==> src/idiv_pkg.sv <==
package idiv_pkg;

    localparam int DATA_WIDTH = 64;
    localparam int FIELD_W    = 64;
    localparam int REQ_W      = 2;

    typedef logic [REQ_W-1:0]      t_req;
    typedef logic [FIELD_W-1:0]    t_field;
    typedef logic [DATA_WIDTH-1:0] t_word;

    localparam t_req REQ_SQUO = 2'd0;
    localparam t_req REQ_SREM = 2'd1;
    localparam t_req REQ_UQUO = 2'd2;
    localparam t_req REQ_UREM = 2'd3;

    typedef struct packed {
        logic is_rem;
        logic neg;
        logic dzero;
    } t_ctl;

    // one division stage: partial remainder, dividend bits shifting out
    // while quotient bits shift in, divisor magnitude
    typedef struct packed {
        t_ctl  ctl;
        t_word rem;
        t_word quo;
        t_word dvs;
    } t_stage;

endpackage

==> src/idiv_pre.sv <==
module idiv_pre (
    input  logic              i_clk,
    input  logic              i_rst_n,
    input  logic              i_en,
    input  logic              i_vld,
    input  idiv_pkg::t_req    i_req_type,
    input  idiv_pkg::t_field  i_dividend,
    input  idiv_pkg::t_field  i_divisor,
    output logic              o_vld,
    output idiv_pkg::t_stage  o_stage
);
    import idiv_pkg::*;

    t_word  w_n;
    t_word  w_d;
    logic   w_signed;
    logic   w_is_rem;
    logic   w_n_neg;
    logic   w_d_neg;
    t_stage n_stage;
    t_stage r_stage;
    logic   r_vld;

    assign w_n = i_dividend[DATA_WIDTH-1:0];
    assign w_d = i_divisor[DATA_WIDTH-1:0];

    always_comb begin
        unique case (i_req_type)
            REQ_SQUO: begin
                w_signed = 1'b1;
                w_is_rem = 1'b0;
            end
            REQ_SREM: begin
                w_signed = 1'b1;
                w_is_rem = 1'b1;
            end
            REQ_UQUO: begin
                w_signed = 1'b0;
                w_is_rem = 1'b0;
            end
            default: begin
                w_signed = 1'b0;
                w_is_rem = 1'b1;
            end
        endcase
    end

    assign w_n_neg = w_signed & w_n[DATA_WIDTH-1];
    assign w_d_neg = w_signed & w_d[DATA_WIDTH-1];

    always_comb begin
        n_stage.ctl.is_rem = w_is_rem;
        // remainder follows the dividend sign, quotient the sign product
        n_stage.ctl.neg    = w_is_rem ? w_n_neg : (w_n_neg ^ w_d_neg);
        n_stage.ctl.dzero  = (w_d == '0);
        n_stage.rem        = '0;
        n_stage.quo        = w_n_neg ? t_word'(~w_n + 1'b1) : w_n;
        n_stage.dvs        = w_d_neg ? t_word'(~w_d + 1'b1) : w_d;
    end

    always_ff @(posedge i_clk) begin
        if (!i_rst_n) begin
            r_vld <= 1'b0;
        end else if (i_en) begin
            r_vld <= i_vld;
        end
    end

    always_ff @(posedge i_clk) begin
        if (i_en) begin
            r_stage <= n_stage;
        end
    end

    assign o_vld   = r_vld;
    assign o_stage = r_stage;

endmodule

==> config.mk <==
export PLATFORM = sky130hd
export DESIGN_NAME = idiv_pre
export DESIGN_NICKNAME = d
export VERILOG_FILES = /design/src/idiv_pkg.sv /design/src/idiv_pre.sv
export SDC_FILE = /design/constraint.sdc
export NUM_CORES = 1
export LEC_CHECK = 0
export ABC_AREA = 1
export BUFFER_PORTS_ARGS = -buffer_cell sky130_fd_sc_hd__buf_2
export CORE_MARGIN = 10
export CORE_UTILIZATION = 51
export DETAILED_ROUTE_END_ITERATION = 12
export PLACE_DENSITY = 0.82
export SYNTH_ARGS = -nofsm -noshare
export SYNTH_HDL_FRONTEND = slang
export SYNTH_SLANG_ARGS = --single-unit
==> constraint.sdc <==
create_clock -name i_clk -period 1.9 [get_ports i_clk]
set_input_delay 0.19 -clock i_clk [delete_from_list [all_inputs] [get_ports i_clk]]
set_output_delay 0.19 -clock i_clk [all_outputs]
set_load 0.05 [all_outputs]
## Word-level counts from Yosys, hierarchy flattened

Index checks and enable logic that the tools add are counted.

| word-level totals | value |
|---|---|
| register bits after elaboration | 132 |
| input port bits | 134 |
| logic and storage cells | 24 |

| operators by class | value |
|---|---|
| $add $sub $neg | 2 |
| eq/ne operators | 2 |
| multiplexer cells | 5 |
| bitwise operators | 5 |
| reductions and logical operators | 4 |

Operators by type and width:

| kind | count |
|---|---|
| adder 64 x 1 -> 64 bit (second input constant) | 2 |
| 2-to-1 mux 64 bit | 2 |
| NOT 64 bit | 2 |
| logical NOT 64 bit | 1 |
| OR reduction 2 bit | 2 |
| 2-to-1 mux 1 bit | 3 |
| bitwise AND 1 bit | 2 |
| equality test 2 x 1 -> 1 bit (second input constant) | 1 |
| equality test 2 bit (second input constant) | 1 |
| logical NOT 2 bit | 1 |
| bitwise XOR 1 bit | 1 |

## Depth between registers and ports, before layout

Gate-level depths: netlist (run 1).

| depth | value |
|---|---|
| depth after elaboration | 6 |
| gate-level depth with buffers | 11 |
| mapped depth without buffers | 11 |

## Least setup slack after synthesis (run 1)

Ideal clock, no wire load.

| timing | value |
|---|---|
| path kind | input to register |
| start | input i_divisor[1] |
| end | register r_stage (netlist bit o_stage[52]) (data pin) |
| library setup time | 0.256 ns |
| data arrival time | 1.208 ns |
| required time | 1.644 ns |
| slack | 0.436 ns |
| stages | 9 |
| cell sequence | inv_1 -> ha_1 -> nand3_1 -> nor2_2 -> nand2_1 -> nand2_2 -> nand2_1 -> o21bai_1 -> nand2_1 |

RTL lines:

| element | line | text |
|---|---|---|
| start: declaration | idiv_pre.sv:8 | `input idiv_pkg::t_field i_divisor,` |
| end signal: assignment | idiv_pre.sv:71 | `r_stage <= n_stage;` |
| end: declaration | idiv_pre.sv:21 | `t_stage r_stage;` |

==> impl_metrics.csv, run 1 <==
group,metric,value,unit
drt,viasPerCell,5.29,
yosys,synth.largest_area_cell,"edfxtp_1",
yosys,synth_top_family_by_area,"simple AND/OR/NAND/NOR gates",
setup_path,slowest_delay,0.40,ns
timing,setup-violations-final,0,
power,p_comb_share,29.5,%
finish,fin_nets,1637,
timing,setup_tns,0,ns
clock_tree,htreeDepth,4,
clock_tree,root_buffer,"clkbuf_16",
clock_tree,cts_tree,"built",
clock_tree,clkTransAtPathRegs,0.07,ns
floorplanning,die_w,153,µm
setup_path,cpMostUsedCell,"buf_4",
yosys,synth_edf_count,131,
setup_path,critPathSlowestCell,"nor3b_1",
place,gp_congestion,0.987,
floorplanning,ios,330,
setup_path,r2r.worst_path.cells,3,
timing,fin_crit,1.46,ns
power,power.share.clock,33.4,%
clock_tree,cts_hold_buffers,5,
yosys,synthSimpleGateAreaFrac,34.0,%
yosys,synth_area,0.00904,mm²
clock_tree,post_cts.repair.setup_buffers,0,
power,switching_share,38.3,%
grt,antenna_found_initial,2,
yosys,synth_top_area_share,43.5,%
floorplanning,rows,48,
setup_path,required,2.21,ns
yosys,synthXorXnorAreaFrac,6.01,%
yosys,ys_seq_elements,132,
floorplanning,core,0.0174,mm²
finish,stdcell_area,0.0111,mm²
finish,layout.cells.non_filler,1740,
grt,grtUsageMet1,35.2,%
power,p_sw,0.00382,W
clock_tree,cts.path.max_buffers,2,
worst_hold_path,hold_depth,3,
place,dpl_cell_area,0.0105,mm²
yosys,ys.warnings.count,0,
drt,detail-route-antenna-nets,0,
yosys,muxShareOfSynthArea,0,%
setup_path,crit_path_end_kind,"flip-flop",
grt,grt.busiest_layer,"met2",
yosys,ys_types,33,
floorplanning,die-height,153,µm
drt,route.final.wire_length,33.1,mm
finish,drive_above_1_share,23.6,%
grt,overflow,0,
clock_tree,numCtsBuffers,17,
floorplanning,dieArea,0.0234,mm²
setup_path,path_depth,9,
finish,syn_to_final_growth,23.4,%
status,outcome,"complete, no violations",
setup_path,cp_num_buf_inv,4,
power,power_density,893,mW/mm²
drt,route.detailed.drc,0,
power,peakVddDrop,0.653,mV
timing,max_freq,684,MHz
yosys,async_flop_share,0,%
clock_tree,clock-sinks,132,
drt,dr.pass1.iters,6,
setup_path,crit_chain,"buf_2, inv_1, ha_1, nand3_1, nor2_1, buf_4, nand4_1, nor3b_1, buf_4",
yosys,synth_compound_area_share,4.40,%
grt,grt_first_pass_wirelength,49.9,mm
yosys,synth_cells,1209,
clock_tree,post_cts_resized,0,
timing,rsz0062_at_grt,"false",
setup_path,crit_fanout,3,
grt,met3_usage,7.74,%
yosys,synth_adder_area_share,0.277,%
timing,hold_viol,0,
setup_path,path_delay_family,"simple AND/OR/NAND/NOR gates",
place,dp_hpwl,27.2,mm
clock_tree,clock_latency,0.42,ns
job,maxCapViolations,0,
drt,routed-via-count,9198,
finish,most-common-layout-cells,"nand2_1 (369), buf_2 (264), nor2_1 (225), edfxtp_1 (131), inv_1 (120)",
timing,finalCritPeriodShare,76.9,%
yosys,synth_ff_type,"edfxtp_1",
place,port_buffers,265,
power,p_leak,5.24,nW
yosys,yosys-top-cells-area,"edfxtp_1 (44%), nand2_1 (15%), nor2_1 (9.4%)",
grt,grt_pass1_vias,8927,
setup_path,worstSetupStartpointType,"input pin",
power,p_seq_share,37.1,%
setup_path,critPathKind,"input pin to flip-flop",
setup_path,crit_arrival,1.77,ns
worst_hold_path,min_path_type,"input pin to flip-flop",
finish,final_common_cell,"nand2_1",
yosys,ys_seq_area_share,43.8,%
drt,drt-initial-drc-count,1001,
drt,wl_per_cell,19.0,µm
timing,finClkSkew,0,ns
floorplanning,start_util,52.1,%
yosys,syn_avg_cell_area,7.47,µm²
timing,maxSlewViolCount,0,
power,p_int,0.00614,W
grt,grtUsageMet2,43.3,%
place,place_inst,1702,
grt,grt_usage,27.1,%
setup_path,r2r_slack,0.69,ns
grt,grt_max_degree,80,
==> metrics by stage <==
| step | util (%) | power [W] | worst slack (ns) | hold slack, ns |
|---|---|---|---|---|
| 6_report | 64.2 | 0.00995 | 0.439 | 0.0679 |
| 5_1_grt | 64.2 | 0.0103 | 0.330 | 0.0708 |
| 4_1_cts | 64.2 | 0.00996 | 0.491 | 0.0590 |
| 3_5_place_dp | 60.6 | 0.00665 | 0.0525 | 0.402 |
| 3_3_place_gp | 60.6 | 0.00661 | 0.0871 | 0.391 |
| 2_1_floorplan | - | 0.00587 | 0.436 | 0.283 |
==> synthesized netlist by cell type, types with 2 or more instances <==
cell type	n
o21ai_2	7
buf_2	7
nand2_1	369
a31oi_1	2
xor2_1	50
a21oi_1	12
nand2_2	7
nor2_4	11
inv_1	120
o21ai_1	3
o21ai_0	32
nand3_1	107
a21oi_2	4
nor2_2	7
clkbuf_1	3
nor2_1	226
xnor2_1	12
nand3b_1	3
nand4_1	7
o21bai_1	3
nor3_1	3
buf_4	68
inv_2	5
ha_1	2
edfxtp_1	131
==> state kept, by name, summed over array words and instances, names as in the netlist <==
name,flops
o_vld,1
o_stage,131
==> area by class of cell <==
cell class                      count  area (µm²)
Tap cell                          225         282
Antenna cell                        1        2.50
Fill cell                        1588        6210
Multi-Input combinational cell    936        4290
Clock inverter                     15         156
Sequential cell                   132        3950
Clock buffer                       17         425
Timing Repair Buffer              289        1570
Inverter                          125         469
==> logic make-up after synthesis <==
kind of cell             Yosys count
adder cells (fa/ha/maj)            2
AO/OA/AOI/OAI                     66
XOR/XNOR                          62
flip-flops                       132
AND/OR/NAND/NOR                  742
buffers and inverters            204
other                              1
==> per-layer routing <==
| layer | share of wire, % | wire (µm) |
|---|---|---|
| met1 | 41 | 13500 |
| met2 | 46 | 15100 |
| met3 | 12 | 3940 |
| met4 | 1.8 | 603 |
| met5 | 0.039 | 13 |
==> worst reg2reg max path, delay by kind of cell (launching register included) <==
kind                   cells  cell delay, ns
AO/OA/AOI/OAI              2            0.22
flip-flops                 1            0.30
buffers and inverters      1            0.58
==> power by group through the flow <==
stage | Clock (W) | Combinational (W) | Sequential (W)
2_1_floorplan | 0 | 0.00105 | 0.00482
3_3_place_gp | 0 | 0.00287 | 0.00374
3_5_place_dp | 0 | 0.00290 | 0.00375
4_1_cts | 0.00335 | 0.00292 | 0.00369
5_1_grt | 0.00348 | 0.00310 | 0.00372
6_report | 0.00332 | 0.00294 | 0.00369
==> final timing paths <==
check / start / endpoint
min reg2reg: o_vld$_SDFFE_PN0P_ / o_vld$_SDFFE_PN0P_
max: i_divisor[1] / o_stage[192]$_DFFE_PP_
min: i_dividend[61] / o_stage[125]$_DFFE_PP_
max reg2reg: o_vld$_SDFFE_PN0P_ / o_vld$_SDFFE_PN0P_
(Power assumes the default switching activity.)
==> run 2, diff against run 1 <==
--- a/config.mk
+++ b/config.mk
@@ -5,12 +5,12 @@
 export SDC_FILE = /design/constraint.sdc
 export NUM_CORES = 1
 export LEC_CHECK = 0
-export ABC_AREA = 1
+export ABC_AREA = 0
 export BUFFER_PORTS_ARGS = -buffer_cell sky130_fd_sc_hd__buf_2
 export CORE_MARGIN = 10
-export CORE_UTILIZATION = 51
+export CORE_UTILIZATION = 48
 export DETAILED_ROUTE_END_ITERATION = 12
-export PLACE_DENSITY = 0.82
+export PLACE_DENSITY = 0.81
 export SYNTH_ARGS = -nofsm -noshare
 export SYNTH_HDL_FRONTEND = slang
 export SYNTH_SLANG_ARGS = --single-unit
==> constraint.sdc (replaced) <==
create_clock -name i_clk -period 1.5 [get_ports i_clk]
set_input_delay 0.15 -clock i_clk [delete_from_list [all_inputs] [get_ports i_clk]]
set_output_delay 0.15 -clock i_clk [all_outputs]
set_load 0.05 [all_outputs]
==> impl_metrics.csv, run 2 <==
group,metric,value,unit
status,outcome,"finished with violations",
status,violations,"negative setup slack",
place,gp_congestion,0.905,
setup_path,crit_path_end_kind,"flip-flop",
grt,grt_first_pass_wirelength,42.2,mm
yosys,synth_top_area_share,52.6,%
clock_tree,clkTransAtPathRegs,0.06,ns
grt,grt_pass1_vias,7948,
floorplanning,rows,45,
clock_tree,clock_latency,0.42,ns
clock_tree,cts_tree,"built",
grt,grt_usage,26.2,%
yosys,synth_edf_count,131,
finish,largest_reg_flops,131,
drt,route.detailed.drc,0,
finish,most-common-layout-cells,"buf_2 (246), buf_4 (211), edfxtp_1 (131), conb_1 (64)",
floorplanning,ios,330,
drt,wl_per_cell,22.4,µm
yosys,ys_types,47,
timing,setup-violations-final,75,
drt,drt-initial-drc-count,785,
drt,viasPerCell,5.63,
finish,regArea,0.00395,mm²
finish,n_fill_cell,796,
timing,finClkSkew,0,ns
drt,route.final.wire_length,31.5,mm
clock_tree,root_buffer,"clkbuf_16",
clock_tree,htreeDepth,4,
finish,stdcell_area,0.0123,mm²
place,place_inst,1348,
yosys,syn_avg_cell_area,11.1,µm²
drt,detail-route-antenna-nets,0,
finish,drive_above_1_share,54.4,%
drt,dr.pass1.iters,5,
power,peakVddDrop,0.757,mV
finish,layout.cells.non_filler,1406,
worst_hold_path,hp-start,"i_dividend[0]",
setup_path,cp_num_buf_inv,1,
clock_tree,cts.path.max_buffers,2,
place,port_buffers,265,
job,maxCapViolations,0,
setup_path,crit_arrival,2.30,ns
setup_path,r2r_slack,0.36,ns
place,dpl_cell_area,0.0108,mm²
timing,worst_slew_pin_slew,0.576,ns
setup_path,path_delay_family,"simple AND/OR/NAND/NOR gates",
setup_path,startpoint,"i_dividend[17]",
yosys,synth_most_common_cell,"edfxtp_1",
timing,max_slew_margin,61.2,%
place,dp_hpwl,20.7,mm
finish,final_common_cell,"buf_2",
setup_path,worstSetupStartpointType,"input pin",
worst_hold_path,min_path_type,"input pin to flip-flop",
setup_path,slowest_delay,0.55,ns
yosys,synth.largest_area_cell,"edfxtp_1",
floorplanning,die-height,145,µm
setup_path,cpMostUsedCell,"or4_4",
timing,hold_viol,0,
floorplanning,die_w,145,µm
yosys,ys.warnings.count,0,
yosys,synth_area,0.00747,mm²
yosys,yosys-top-cells-area,"edfxtp_1 (53%), xnor2_1 (7.1%), xor2_1 (7.0%)",
finish,fin_nets,1316,
grt,overflow,0,
yosys,ys_seq_area_share,52.9,%
setup_path,crit_chain,"buf_6, or4_4, or4_4, or4_4, or4_4, o311ai_2",
clock_tree,numCtsBuffers,17,
setup_path,r2r-start,"o_vld$_SDFFE_PN0P_",
finish,syn_to_final_growth,64.7,%
timing,setup_ws,-0.557,ns
timing,maxSlewViolCount,0,
power,p_leak,5.28,nW
floorplanning,core,0.0153,mm²
setup_path,required,1.75,ns
setup_path,critPathSlowestCell,"or4_4",
yosys,ys_seq_elements,132,
drt,routed-via-count,7909,
yosys,async_flop_share,0,%
timing,finalCritPeriodShare,137,%
floorplanning,dieArea,0.0210,mm²
setup_path,crit_fanout,2,
setup_path,critPathKind,"input pin to flip-flop",
yosys,synth_ff_type,"edfxtp_1",
power,totalPowerFinal,0.0124,W
yosys,netlist_top_cells_count,"edfxtp_1 (131), buf_4 (64), xnor2_1 (61)",
timing,rsz0062_at_grt,"true",
yosys,synth_cells,676,
grt,grt_max_degree,71,
power,power_density,1010,mW/mm²
grt,antenna_found_initial,1,
floorplanning,start_util,49.0,%
timing,max_freq,486,MHz
clock_tree,clock-sinks,132,
timing,fin_crit,2.06,ns
finish,multi_input_area,0.00404,mm²
==> run 2: timing repair <==
item	in CTS	in global routing
setup endpoints to repair	50	79
pin swaps	28	29
endpoints found under the hold margin	3	0
resized for setup	64	90
buffers inserted	8	11
hold buffers	4	0
cloned	1	0
==> run 2: logic make-up (layout without fill, tap and decap cells) <==
family	after synthesis	count (layout)	synth area share [%]
adder cells (fa/ha/maj)	2	2	0.335
flip-flops	132	132	52.9
buffers and inverters	93	547	7.92
AND/OR/NAND/NOR	216	216	15.4
multiplexers	1	1	0.134
XOR/XNOR	121	121	14.2
other	1	66	0.0502
AO/OA/AOI/OAI	110	110	9.11
==> run 2: where the power goes <==
group / total (W) / leakage, nW / switching, W / internal, W
Clock: 0.00403 / 0.278 / 0.00161 / 0.00242
Sequential: 0.00465 / 1.29 / 0.000125 / 0.00453
Combinational: 0.00370 / 3.72 / 0.00268 / 0.00102
Total: 0.0124 / 5.28 / 0.00442 / 0.00797
==> run 2: stage by stage <==
stage                     setup WS, ns  setup TNS, ns  hold slack (ns)  utilization (%)
after floorplan                 -0.918         -28.78            0.249                -
after global placement          -0.980         -49.76            0.359             71.1
after detailed placement         -1.04         -53.65            0.358             71.1
after CTS                       -0.481         -10.96           0.0220             77.4
after global routing            -0.579         -19.63           0.0448             80.7
final                           -0.557         -17.99           0.0312             80.7
==> run 2: layer usage <==
metal,part of all wire (%),vias up,GRT usage (%)
met5,0,-,0
met4,6.5,0,15.9
met2,50,620,45.2
li1,-,3411,-
met3,8.2,163,5.64
met1,35,3715,29.0
==> run 2: final cells by class <==
cell class,instances,area share (%)
antenna,2,0.0406
clock buffer,17,3.45
clock inverter,15,1.13
inverter,9,0.315
multi-input combinational,514,32.8
sequential,132,32.1
tap,211,2.14
timing repair buffer,506,28.0
==> run 2: final timing paths <==
kind | end | cells after the start
worst max register to register | o_vld$_SDFFE_PN0P_ | 3
worst min-delay path | o_stage[64]$_DFFE_PP_ | 2
worst max-delay path | o_stage[123]$_DFFE_PP_ | 6
worst min register to register | o_vld$_SDFFE_PN0P_ | 3
==> run 3, diff against run 2 <==
--- a/config.mk
+++ b/config.mk
@@ -10,7 +10,10 @@
 export CORE_MARGIN = 10
 export CORE_UTILIZATION = 48
 export DETAILED_ROUTE_END_ITERATION = 12
+export GPL_ROUTABILITY_DRIVEN = 0
+export MAX_ROUTING_LAYER = met4
 export PLACE_DENSITY = 0.81
+export RECOVER_POWER = 100
 export SYNTH_ARGS = -nofsm -noshare
 export SYNTH_HDL_FRONTEND = slang
 export SYNTH_SLANG_ARGS = --single-unit
==> impl_metrics.csv, run 3 (synthesized netlist as in run 2, its figures left out) <==
group,metric,value,unit
setup_path,crit_arrival,2.23,ns
floorplanning,core,0.0153,mm²
grt,grt_pass1_vias,7818,
grt,grt_first_pass_wirelength,40.9,mm
worst_hold_path,hold_depth,2,
setup_path,crit_chain,"clkbuf_1, clkinvlp_2, ha_1, nor3b_2, buf_4, buf_4, nand4_1, o21ai_0, xnor2_1",
timing,finalCritPeriodShare,139,%
timing,rsz0062_at_grt,"true",
drt,dr.pass1.iters,5,
finish,stdcell_area,0.0122,mm²
floorplanning,ios,330,
power,p_leak,5.26,nW
timing,setup_tns,-23.50,ns
place,port_buffers,265,
drt,detail-route-antenna-nets,0,
grt,antenna_found_initial,5,
worst_hold_path,hp-start,"i_dividend[62]",
timing,max_freq,479,MHz
setup_path,r2r_slack,0.36,ns
setup_path,crit_fanout,4,
finish,multi_input_area,0.00402,mm²
place,dpl_cell_area,0.0109,mm²
floorplanning,dieArea,0.0210,mm²
worst_hold_path,min_path_type,"input pin to flip-flop",
drt,viasPerCell,5.61,
clock_tree,clkTransAtPathRegs,0.06,ns
clock_tree,root_buffer,"clkbuf_16",
floorplanning,die-height,145,µm
timing,max_slew_margin,25.0,%
power,peakVddDrop,0.726,mV
status,violations,"negative setup slack",
timing,finClkSkew,0,ns
grt,grt_usage,26.1,%
setup_path,r2r.worst_path.cells,3,
setup_path,path_delay_family,"simple AND/OR/NAND/NOR gates",
clock_tree,cts_tree,"built",
timing,whs,0.0621,ns
status,outcome,"finished with violations",
place,dp_hpwl,21.0,mm
clock_tree,clock-sinks,132,
drt,drt-initial-drc-count,694,
setup_path,cpMostUsedCell,"buf_4",
setup_path,cp_num_buf_inv,4,
setup_path,worstSetupStartpointType,"input pin",
drt,route.detailed.drc,0,
setup_path,r2r-start,"o_vld$_SDFFE_PN0P_",
job,maxCapViolations,0,
timing,setup_ws,-0.586,ns
setup_path,critPathKind,"input pin to flip-flop",
finish,fin_nets,1324,
drt,wl_per_cell,22.0,µm
setup_path,required,1.65,ns
floorplanning,start_util,49.0,%
grt,overflow,0,
finish,final_common_cell,"buf_4",
setup_path,critPathSlowestCell,"o21ai_0",
finish,drive_above_1_share,51.9,%
floorplanning,die_w,145,µm
worst_hold_path,worstHoldEndpoint,"o_stage[126]$_DFFE_PP_",
drt,routed-via-count,7958,
timing,setup-violations-final,93,
clock_tree,clock_latency,0.41,ns
drt,route.final.wire_length,31.2,mm
timing,worst_slew_pin_slew,1.12,ns
finish,regArea,0.00395,mm²
finish,most-common-layout-cells,"buf_4 (218), edfxtp_1 (131), clkbuf_2 (119), buf_2 (111), conb_1 (64)",
setup_path,worstReg2RegEnd,"o_vld$_SDFFE_PN0P_",
place,pre_cts_slack,-1.01,ns
setup_path,crit_path_end_kind,"flip-flop",
finish,syn_to_final_growth,63.7,%
clock_tree,cts.path.max_buffers,2,
floorplanning,rows,45,
finish,n_fill_cell,866,
clock_tree,htreeDepth,4,
clock_tree,numCtsBuffers,17,
timing,hold_viol,0,
finish,largest_reg_flops,131,
power,power_density,1030,mW/mm²
grt,grt_max_degree,44,
finish,final_util,80.2,%
setup_path,slowest_delay,0.45,ns
timing,fin_crit,2.09,ns
timing,maxSlewViolCount,0,
run 3: cell types whose count changed in the layout (fill, tap and decap cells not counted), sizes merged:
cell	before	now
buf	502	362
bufinv	2	3
clkbuf	17	165
clkinv	9	6
clkinvlp	2	4
diode	2	6
run 3: repair_timing:
item | CTS | global route
endpoints found under the setup margin | 55 | 85
hold buffers | 4 | 0
gates resized for setup | 41 | 101
buffers inserted | 7 | 20
hold endpoints to repair | 3 | 0
pin swaps | 23 | 34
run 3: layout make-up:
cell class | count | area share (%)
antenna | 6 | 0.123
clock buffer | 17 | 3.48
clock inverter | 15 | 1.48
inverter | 9 | 0.307
multi-input combinational | 514 | 32.8
sequential | 132 | 32.3
tap | 211 | 2.16
timing repair buffer | 514 | 27.3
run 3: through the flow:
step | power [W] | cells
final | 0.0126 | 1418
after global routing | 0.0130 | 1417
after CTS | 0.0125 | 1392
after detailed placement | 0.00819 | 1349
after global placement | 0.00811 | 1349
after floorplan | 0.00703 | 739
run 3: how the worst max path moves through the flow:
stage,end,startpoint,depth (start not counted)
after floorplan,o_stage[123]$_DFFE_PP_,i_dividend[18],6
after global placement,o_stage[123]$_DFFE_PP_,i_dividend[18],6
after detailed placement,o_stage[123]$_DFFE_PP_,i_dividend[18],6
after CTS,o_stage[123]$_DFFE_PP_,i_dividend[38],6
after global routing,o_stage[20]$_DFFE_PP_,i_divisor[0],9
final,o_stage[20]$_DFFE_PP_,i_divisor[0],9
run 3: metal layers:
layer / global-route usage [%] / vias to the layer above / share of wire [%]
met5: - / - / 0
met4: 13.4 / 0 / 6.7
li1: - / 3435 / -
met2: 44.3 / 602 / 50
met1: 28.9 / 3754 / 36
met3: 4.73 / 167 / 7.3
run 3: power breakdown:
part | internal [W] | leakage, nW | switching (W)
registers | 0.00453 | 1.29 | 0.000141
clock network | 0.00263 | 0.289 | 0.00166
logic | 0.000965 | 3.68 | 0.00267
